<file path="src/rtl/core/iss_pkg.sv">
// Shared types, constants and helpers for the integer insertion sorter.
// No dependencies; every other file of the sorter uses this package.
`timescale 1ns / 1ps

package iss_pkg;

  localparam int unsigned DEPTH = 1024;
  localparam int unsigned DW    = 32;
  localparam int unsigned CW    = $clog2(DEPTH + 1);

  // readout is a two-level selection: LANES cells per group, NGRP groups
  localparam int unsigned LANES = 32;
  localparam int unsigned LW    = $clog2(LANES);
  localparam int unsigned NGRP  = (DEPTH + LANES - 1) / LANES;
  localparam int unsigned GW    = (NGRP > 1) ? $clog2(NGRP) : 1;
  localparam int unsigned XW    = LW + GW;

  typedef logic [DW-1:0] data_t;
  typedef logic [CW-1:0] cnt_t;
  typedef logic [XW-1:0] idx_t;
  typedef logic [LW-1:0] lane_t;
  typedef logic [GW-1:0] grp_t;

  typedef enum logic {
    MODE_INSERT = 1'b0,
    MODE_TAKE   = 1'b1
  } mode_e;

  typedef enum logic {
    STAT_OK    = 1'b0,
    STAT_EMPTY = 1'b1
  } status_e;

  // what one cell shows its right-hand neighbour
  typedef struct packed {
    data_t val;
    logic  gt;
    logic  occ;
  } link_t;

  function automatic logic gt_signed(input data_t a, input data_t b);
    gt_signed = $signed(a) > $signed(b);
  endfunction

endpackage

</file>
<file path="src/rtl/core/iss_cell.sv">
// One cell of the insertion chain: holds one sorted entry and shifts up.
// Depends on iss_pkg.
`timescale 1ns / 1ps

module iss_cell (
  input  logic           clk_i,
  input  logic           ins_i,
  input  iss_pkg::data_t ins_val_i,
  input  logic           occ_i,
  input  iss_pkg::link_t left_i,
  output iss_pkg::link_t cell_o
);

  iss_pkg::data_t val_q;
  iss_pkg::data_t val_d;
  logic           own_gt;
  logic           first_free;
  logic           wr_en;

  assign own_gt     = occ_i & iss_pkg::gt_signed(val_q, ins_val_i);
  assign first_free = ~occ_i & left_i.occ;
  assign wr_en      = ins_i & (own_gt | first_free);
  // take the neighbour's entry if it moves up, else the new value lands here
  assign val_d      = left_i.gt ? left_i.val : ins_val_i;

  always_ff @(posedge clk_i) begin
    if (wr_en) begin
      val_q <= val_d;
    end
  end

  assign cell_o = '{val: val_q, gt: own_gt, occ: occ_i};

endmodule

</file>
<file path="config.mk">
export PLATFORM = sky130hd
export DESIGN_NAME = iss_cell
export DESIGN_NICKNAME = d
export VERILOG_FILES = /design/src/rtl/core/iss_pkg.sv /design/src/rtl/core/iss_cell.sv
export SDC_FILE = /design/constraint.sdc
export NUM_CORES = 1
export LEC_CHECK = 0
export ABC_CLOCK_PERIOD_IN_PS = 10500
export CAP_MARGIN = 20
export CORE_UTILIZATION = 55
export DETAILED_ROUTE_END_ITERATION = 7
export DONT_BUFFER_PORTS = 1
export PLACE_DENSITY = 0.7
export REMOVE_ABC_BUFFERS = 1
export SYNTH_ARGS = -nofsm -noshare
export SYNTH_HDL_FRONTEND = slang
export SYNTH_SLANG_ARGS = --single-unit
</file>
<file path="constraint.sdc">
create_clock -name clk_i -period 10.5 [get_ports clk_i]
set_input_delay 3.15 -clock clk_i [delete_from_list [all_inputs] [get_ports clk_i]]
set_output_delay 3.15 -clock clk_i [all_outputs]
set_load 0.02 [all_outputs]
</file>
==> impl_results.md, run 1 <==
* Synthesized area per cell at 9.46 um^2
* Largest net degree at the start of global routing at 64
* Adder-Cell Fraction of Synth Area at 18.7%
* WP data required at 7.35 ns
* CTS Sinks at 32
* First-pass GRT wire length at 7.05 mm
* Fin. Hold Viols at 0
* Mapped Cells at 226
* Startpoint types: input port
* Root Buffer: clkbuf_8
* Yosys top cell area share at 44.9%
* HPWL after detailed placement at 3.39 mm
* H-tree Lvls at 2
* Multi-input combinational cell area at 1010 um^2
* Core region area at 3690 um^2
* Non-Filler Instances at 274
* Tightest Pin Transition at 0.493 ns
* # hold bufs at CTS at 0
* Power Dens Cells at 141 nW/um^2
* Max clock buf depth at 2
* Critical path fanouts, max at 3
* Fillers at 333
* Seq/Total Area, Yosys at 44.9%
* Yosys reg bits at 32
* Antenna Cells at 0
* Antenna viol nets, final at 0
* Setup_tns at 0 ns
* Max VDD drop at 0.0000939 V
* FMAX at 120 MHz
* Max_slew headroom at 67.1%
* Post-synthesis xor/xnor area fraction at 0%
* Die width at 64.4 um
* Ys flop type: edfxtp_1
* Post-CTS resize count at 0
* Most frequent cell after synthesis: nand2_1
* Share of layout cells above drive strength 1 at 3.54%
* Placed cell area at 2160 um^2
* Chip height at 64.4 um
* Area added between synthesis and finish at 4.97%
* Clk_lat worst skew at 0.28 ns
* Max-cap viol count at 0
* Vias per inst at 5.81
* Cts bufs inserted at 5
* Dpl ws at 2.20 ns
* Pleak at 0.000980 uW
* EDFF count, synth at 32
* Register bank with the most flops: val_q
* CP Class: input port to output port
* Outcome: complete, no violations
* Residual DRC at 0
* TritonCTS clock tree: yes
* Synth cell types at 30
* Mapped Area at 2140 um^2
* Final setup violation count at 0
* Largest family of logic cells by synthesized area: adder cells
* FFs w/ async S/R, synth at 0%
* Synth area leaders: edfxtp_1 45%, ha_1 19%, o21ai_0 8.2%
* Drt wl/cell at 16.5 um
* First-pass detailed-route iteration total at 4
* Unrepaired setup endpoints after global routing: no
* Total GRT Usage at 22.6%
* Post-synthesis mux area share at 0.527%
* Setup ws final at 2.19 ns
* Yosys warns at 0
* Util after Layout at 60.9%
* Post-layout min period at 8.31 ns
* Post-route clock skew at 0.00568 ns
* Gr ovfl total at 0
* Worst-path clk slew at 0.07 ns
* # IOs at 103
* Die area at 4140 um^2
* Tcrit/Tclk final at 79.2%
* Register Area at 961 um^2
* Max reg flops at 32
* Worst hold path class: flip-flop to flip-flop
* Synth area leader: edfxtp_1
* Antenna violations before repair at 0
* Critical Path AT at 5.16 ns
* Dpl cells at 266
* Rows at 22
* Vias in the first global route at 1560
* # port buffers at 0
* Setup Buffers After CTS at 0
* Simple-gate share of the synthesized area at 12.2%
* Setup crit end kind: output port
* Synth Area in Compound Gates at 15.9%
* Fin area at 2240 um^2
* Final nets at 326
* Biggest regs: val_q x32
* Starting Density at 58.0%
* Placer Congestion at 0.739
* Slew Viols, Final at 0
* Vias at 1593
* Initial DRC Count at 100
* Final wirelength at 4.53 mm
* Synth cell count leaders: 38 x nand2_1, 35 x o21ai_0, 33 x inv_1
[stage by stage]
stage | total power [uW] | hold WS [ns]
after floorplan | 214 | 1.82
after global placement | 224 | 1.51
after detailed placement | 228 | 1.55
after CTS | 320 | 1.57
after global routing | 332 | 1.72
final | 317 | 1.57
[layer usage]
metal | up-vias | routed length, um | track usage, %
li1 | 802 | - | -
met4 | 0 | 96 | 8.06
met5 | - | 0 | 0
met3 | 13 | 356 | 7.50
met2 | 76 | 2090 | 36.2
met1 | 702 | 1990 | 28.4
[cell usage in the layout, fill, tap and decap left out, types with 3 or more instances in the layout]
cell / n
a21oi_1: 12
nand3_1: 3
nand4_1: 8
clkbuf_8: 5
ha_1: 32
nor2_1: 4
inv_1: 33
nand2_1: 38
o21ai_0: 35
edfxtp_1: 32
[worst max-delay path, stage by stage]
cell      delay (ns)
inv_1           0.03
ha_1            0.34
nand4_1         0.17
nor2_1          0.08
a221o_1         0.32
o31a_1          0.32
or3_1           0.31
a21boi_1        0.43
[final cells by class]
| cell class | count | share of cell area, % |
|---|---|---|
| Clock buffer | 7 | 3.40 |
| Clock inverter | 1 | 0.167 |
| Inverter | 33 | 5.52 |
| Multi-Input combinational cell | 152 | 45.1 |
| Sequential cell | 32 | 42.8 |
| Tap cell | 48 | 2.68 |
| Timing Repair Buffer | 1 | 0.334 |
[where the power goes]
part | total [uW] | leakage (uW) | internal [uW] | switching (uW)
sequential | 175 | 0.000302 | 156 | 19.0
clock | 91.5 | 0.0000399 | 46.1 | 45.3
combinational | 50.6 | 0.000639 | 20.3 | 30.3
total | 317 | 0.000980 | 222 | 94.7
[logic make-up after synthesis]
logic type | count (synthesis)
AO/OA/AOI/OAI | 60
adder cells (fa/ha/maj) | 32
buffers and inverters | 42
flip-flops | 32
multiplexers | 1
AND/OR/NAND/NOR | 59
[path summary, 6_finish.rpt]
path | startpoint | end | slack (ns) | cells after the start
setup reg to reg | val_q[31] | val_q[6] | 7.62 | 8
hold reg to reg | val_q[31] | val_q[8] | 1.57 | 5
hold / removal | val_q[31] | val_q[8] | 1.57 | 5
setup / recovery | ins_val_i[14] | cell_o[1] | 2.19 | 8
No activity file was read; power rests on OpenSTA's default activity.
==> run 2, diff against run 1 <==
ABC_CLOCK_PERIOD_IN_PS = 8700   (was 10500)
clock period = 8.7 ns   (was 10.5 ns; I/O delays follow)
==> impl_results.md, run 2 (synthesis gave the netlist of run 1 again) <==
* Outcome: complete, no violations
* Logic gate share of total power at 16.0% (about the same)
* Tcrit/Tclk final at 83.1%
* Rows at 22 (unchanged)
* Critical path fanouts, max at 3 (unchanged)
* # hold bufs at CTS at 0 (unchanged)
* Vias per inst at 5.85 (+0.69%)
* Max clock buf depth at 2 (unchanged)
* Clk pwr share at 29.0% (about the same)
* Gr ovfl total at 0 (unchanged)
* Setup_tns at 0 ns (unchanged)
* Total GRT Usage at 23.2% (+0.57 points)
* Max VDD drop at 0.000112 V (+20%)
* # IOs at 103 (unchanged)
* Die area at 4140 um^2 (unchanged)
* Biggest regs: val_q x32
* Placer Congestion at 0.739 (unchanged)
* Fin. Hold Viols at 0 (unchanged)
* Vias at 1604 (+0.69%)
* Fillers at 323 (-3.0%)
* Most common cell after layout, fill and taps aside: nand2_1
* Critical path's top delay family: compound AO/OA/AOI/OAI gates
* Core region area at 3690 um^2 (unchanged)
* Root Buffer: clkbuf_8
* CP Class: input port to output port
* P_int at 268 uW (+21%)
* Clk_lat worst skew at 0.29 ns (about the same)
* Flop pwr share at 55.0% (about the same)
* Unrepaired setup endpoints after global routing: no
* Antenna viol nets, final at 0 (unchanged)
* Antenna violations before repair at 0 (unchanged)
* Initial DRC Count at 89 (-11%)
* Register bank with the most flops: val_q
* Dpl ws at 1.49 ns (-0.718 ns)
* Instance count on the critical path at 8 (unchanged)
* Critical Path AT at 4.62 ns (-0.54 ns)
* Most frequent cells in the layout: 38 x nand2_1, 35 x o21ai_0, 33 x inv_1
* Residual DRC at 0 (unchanged)
* Antenna Cells at 0 (unchanged)
* Max incr delay on CP at 0.43 ns (about the same)
* Startpoint types: input port
* First-pass detailed-route iteration total at 7 (+3)
* Max-cap viol count at 0 (unchanged)
* Largest net degree at the start of global routing at 64 (unchanged)
* Setup crit end kind: output port
* Max reg flops at 32 (unchanged)
* Setup Buffers After CTS at 0 (unchanged)
* Switch share at 30.1% (+0.17 points)
* Crit. Startpoint: ins_val_i[14]
* Worst path slowest cell: a21boi_1
* Worst-path clk slew at 0.07 ns (about the same)
* Setup ws final at 1.47 ns (-0.716 ns)
* H-tree Lvls at 2 (unchanged)
* FF-to-FF End: val_q[29]
* Hold Crit Start: val_q[31]
* Buf+Inv Stages, Crit Path at 1 (unchanged)
* Post-CTS resize count at 0 (unchanged)
* Worst reg2reg path depth at 8 (unchanged)
* Worst hold path class: flip-flop to flip-flop
* Final nets at 326 (unchanged)
* WP data required at 6.09 ns (-1.26 ns)
* Share of layout cells above drive strength 1 at 3.54% (unchanged)
* Post-route clock skew at 0.00580 ns (+0.000117 ns)
* Cts bufs inserted at 5 (unchanged)
* Final setup violation count at 0 (unchanged)
* Tightest Pin Transition at 0.493 ns (-0.000171 ns)
* R2r setup slk at 5.85 ns (-1.77 ns)
* HPWL after detailed placement at 3.39 mm (+0.14%)
* Final wirelength at 4.61 mm (+1.9%)
* CP endpoint: cell_o[1]
* FMAX at 138 MHz
* R2r startpoint: val_q[31]
* Pleak at 0.000980 uW (unchanged)
* Slew Viols, Final at 0 (unchanged)
* Starting Density at 58.0% (unchanged)
* Switch Pwr at 115 uW (+22%)
* Vias in the first global route at 1579 (+1.2%)
* Drt wl/cell at 16.8 um (+1.9%)
* CTS Sinks at 32 (unchanged)
* Max_slew headroom at 67.1% (about the same)
* Post-layout min period at 7.23 ns
* First-pass GRT wire length at 7.16 mm (+1.5%)
* Power Dens Cells at 171 nW/um^2 (+21%)
* Worst-path cell chain: inv_1, ha_1, nand4_1, nor2_1, a221o_1, o31a_1, or3_1, a21boi_1
* Chip height at 64.4 um (unchanged)
* TritonCTS clock tree: yes
* Area added between synthesis and finish at 4.97% (unchanged)
* # port buffers at 0 (unchanged)
* Die width at 64.4 um (unchanged)
run 2: cell counts in the layout (fill, tap and decap cells not counted):
Identical to the previous run, type by type.
run 2: worst min-delay path by stage:
| stage | slack, ns | cells after the start | end |
|---|---|---|---|
| 6_report | 1.58 | 5 | val_q[9] |
| 5_1_grt | 1.72 | 5 | val_q[13] |
| 4_1_cts | 1.57 | 5 | val_q[13] |
| 3_5_place_dp | 1.55 | 5 | val_q[13] |
| 3_3_place_gp | 1.51 | 5 | val_q[10] |
| 2_1_floorplan | 1.82 | 4 | val_q[0] |
run 2: area by class of cell:
type | count | area (um^2) | share of cell area (%)
Sequential cell | 32 | 961 | 42.8
Timing Repair Buffer | 1 | 7.51 | 0.334
Clock inverter | 1 | 3.75 | 0.167
Clock buffer | 7 | 76.3 | 3.40
Tap cell | 48 | 60.1 | 2.68
Inverter | 33 | 124 | 5.52
Multi-Input combinational cell | 152 | 1010 | 45.1
run 2: power groups by stage:
stage | logic (uW) | registers [uW] | clock network [uW]
CTS | 61.6 | 211 | 116
floorplan | 47.1 | 212 | 0
detailed placement | 60.8 | 214 | 0
global route | 72.0 | 212 | 119
global placement | 57.2 | 214 | 0
finish | 61.3 | 211 | 111
run 2: worst register-to-register path, stage by stage, from the launching register on:
cell and delay [ns]:
edfxtp_1 0.51, ha_1 0.42, nand4_1 0.21, nor4_1 0.47, a31oi_1 0.21, and3_1 0.23, a32oi_1 0.15, nand2_1 0.08
buf_4 0.27
run 2: stage by stage:
step,instance area [um^2],util [%],hold WS [ns],instances,power (uW)
floorplan,2100,-,1.82,217,259
global placement,2160,58.7,1.51,266,271
detailed placement,2160,58.7,1.55,266,275
CTS,2240,60.9,1.57,274,389
global route,2240,60.9,1.72,274,403
finish,2240,60.9,1.58,274,383
run 2: metal layers:
layer,global-route usage (%),vias up,part of all wire (%)
met1,27.0,709,42
li1,-,800,-
met3,8.57,15,9.3
met4,12.2,0,2.8
met2,37.0,80,46
met5,0,-,0
==> run 3, diff against run 2 <==
ABC_CLOCK_PERIOD_IN_PS = 6000   (was 8700)
PLACE_DENSITY = 0.73   (was 0.7)
clock period = 6 ns   (was 8.7 ns; I/O delays follow)
==> impl_results.md, run 3 (synthesis gave the netlist of run 1 again) <==
* Drt wl/cell at 15.6 um (-7.6%)
* Worst-path clk slew at 0.06 ns (about the same)
* Critical path's top delay family: compound AO/OA/AOI/OAI gates
* Clk_lat worst skew at 0.27 ns (-0.02 ns)
* Post-CTS resize count at 0 (unchanged)
* Tightest Pin Transition at 0.704 ns (+0.211 ns)
* H-tree Lvls at 2 (unchanged)
* HPWL after detailed placement at 3.34 mm (-1.6%)
* Post-layout min period at 5.48 ns
* Antenna viol nets, final at 0 (unchanged)
* Chip height at 64.4 um (unchanged)
* Cts bufs inserted at 5 (unchanged)
* FF-to-FF End: val_q[21]
* Setup Buffers After CTS at 0 (unchanged)
* Initial DRC Count at 97 (+9.0%)
* FMAX at 182 MHz
* # hold bufs at CTS at 0 (unchanged)
* Power Dens Cells at 244 nW/um^2 (+43%)
* Tcrit/Tclk final at 91.4%
* Max clock buf depth at 2 (unchanged)
* Max-cap viol count at 0 (unchanged)
* Final nets at 327 (+0.31%)
* # IOs at 103 (unchanged)
* Setup crit end kind: output port
* Max incr delay on CP at 0.33 ns (-0.10 ns)
* Crit. Startpoint: ins_val_i[14]
* Most frequent cells in the layout: 38 x nand2_1, 35 x o21ai_0, 33 x inv_1
* Setup_tns at 0 ns (unchanged)
* Antenna violations before repair at 0 (unchanged)
* Worst reg2reg path depth at 8 (unchanged)
* Gr ovfl total at 0 (unchanged)
* Buf+Inv Stages, Crit Path at 2 (+1)
* Max reg flops at 32 (unchanged)
* CTS Sinks at 32 (unchanged)
* Die width at 64.4 um (unchanged)
* Fin. Hold Viols at 0 (unchanged)
* R2r setup slk at 2.71 ns (-3.14 ns)
* First-pass GRT wire length at 6.56 mm (-8.4%)
* First-pass detailed-route iteration total at 4 (-3)
* Worst hold path class: input port to flip-flop
* Root Buffer: clkbuf_8
* Slew Viols, Final at 0 (unchanged)
* # port buffers at 0 (unchanged)
* Total GRT Usage at 20.7% (-2.5 points)
* Residual DRC at 0 (unchanged)
* Largest net degree at the start of global routing at 64 (unchanged)
* Sink of the worst hold path: val_q[16]
* Non-Filler Instances at 275 (+0.36%)
* Antenna Cells at 0 (unchanged)
* Dpl cells at 267 (+0.38%)
* Hold Crit Start: left_i[18]
* Final setup violation count at 0 (unchanged)
* Biggest regs: val_q x32
* Vias in the first global route at 1560 (-1.2%)
* R2r startpoint: val_q[31]
* WHS Path Cells at 2 (-3)
* TritonCTS clock tree: yes
* Die area at 4140 um^2 (unchanged)
* Most common cell after layout, fill and taps aside: nand2_1
* Vias per inst at 5.83 (-0.36%)
* Critical path fanouts, max at 3 (unchanged)
* Util after Layout at 61.1% (+0.20 points)
* Vias at 1604 (unchanged)
* Share of layout cells above drive strength 1 at 3.96% (+0.42 points)
* Unrepaired setup endpoints after global routing: no
* Placer Congestion at 0.767 (+3.7%)
* Area added between synthesis and finish at 5.32%
* Post-route clock skew at 0.00259 ns (-0.00321 ns)
* Max VDD drop at 0.000189 V (+69%)
* Critical Path AT at 3.68 ns (-0.94 ns)
* Max_slew headroom at 53.0% (-14 points)
* Register bank with the most flops: val_q
* Startpoint types: input port
* Rows at 22 (unchanged)
* Final wirelength at 4.28 mm (-7.2%)
* Outcome: complete, no violations
* WP data required at 4.20 ns (-1.89 ns)
* Worst-path cell chain: inv_1, ha_1, nand4_1, nor2_1, a221o_1, o31a_1, or3_1, a21boi_1, buf_4
* CP Class: input port to output port
* Starting Density at 58.0% (unchanged)
* Pleak at 0.000986 uW (+0.53%)
* Core region area at 3690 um^2 (unchanged)
* Worst path slowest cell: ha_1
==> run 3: final cells by class <==
class | instances | area, um^2
clock inverters | 1 | 3.75
clock buffers | 7 | 76.3
well taps | 48 | 60.1
flip-flops and latches | 32 | 961
repair buffers | 2 | 15.0
inverters | 33 | 124
multi-input cells | 152 | 1010
fillers | 330 | 1440
==> run 3: power by group <==
group | internal (uW) | switching [uW] | leakage, uW
Sequential | 273 | 33.1 | 0.000302
Clock | 80.6 | 72.4 | 0.0000399
Combinational | 36.5 | 53.3 | 0.000644
Total | 390 | 159 | 0.000986
==> run 3: worst max-delay path by stage <==
| stage | endpoint | depth (start not counted) | slack [ns] |
|---|---|---|---|
| 6_report | cell_o[1] | 9 | 0.52 |
| 5_1_grt | cell_o[1] | 9 | 0.42 |
| 4_1_cts | cell_o[1] | 9 | 0.53 |
| 3_5_place_dp | cell_o[1] | 9 | 0.53 |
| 3_3_place_gp | cell_o[1] | 9 | 0.58 |
| 2_1_floorplan | cell_o[1] | 8 | 0.57 |
==> run 3: metal layers <==
metal | wire length (um) | global-route usage [%] | vias to the layer above
met5 | 0 | 0 | -
met4 | 73 | 8.89 | 0
met3 | 288 | 6.61 | 9
met2 | 2040 | 34.7 | 70
met1 | 1870 | 24.1 | 724
li1 | - | - | 801
==> run 3: per-stage QoR <==
stage          total power, uW  hold WS (ns)  setup WS (ns)  area [um^2]
2_1_floorplan              375          1.82          0.566         2100
3_3_place_gp               396          1.72          0.579         2170
3_5_place_dp               400          1.74          0.531         2170
4_1_cts                    553          1.72          0.531         2250
5_1_grt                    576          1.71          0.417         2250
6_report                   548          1.72          0.517         2250
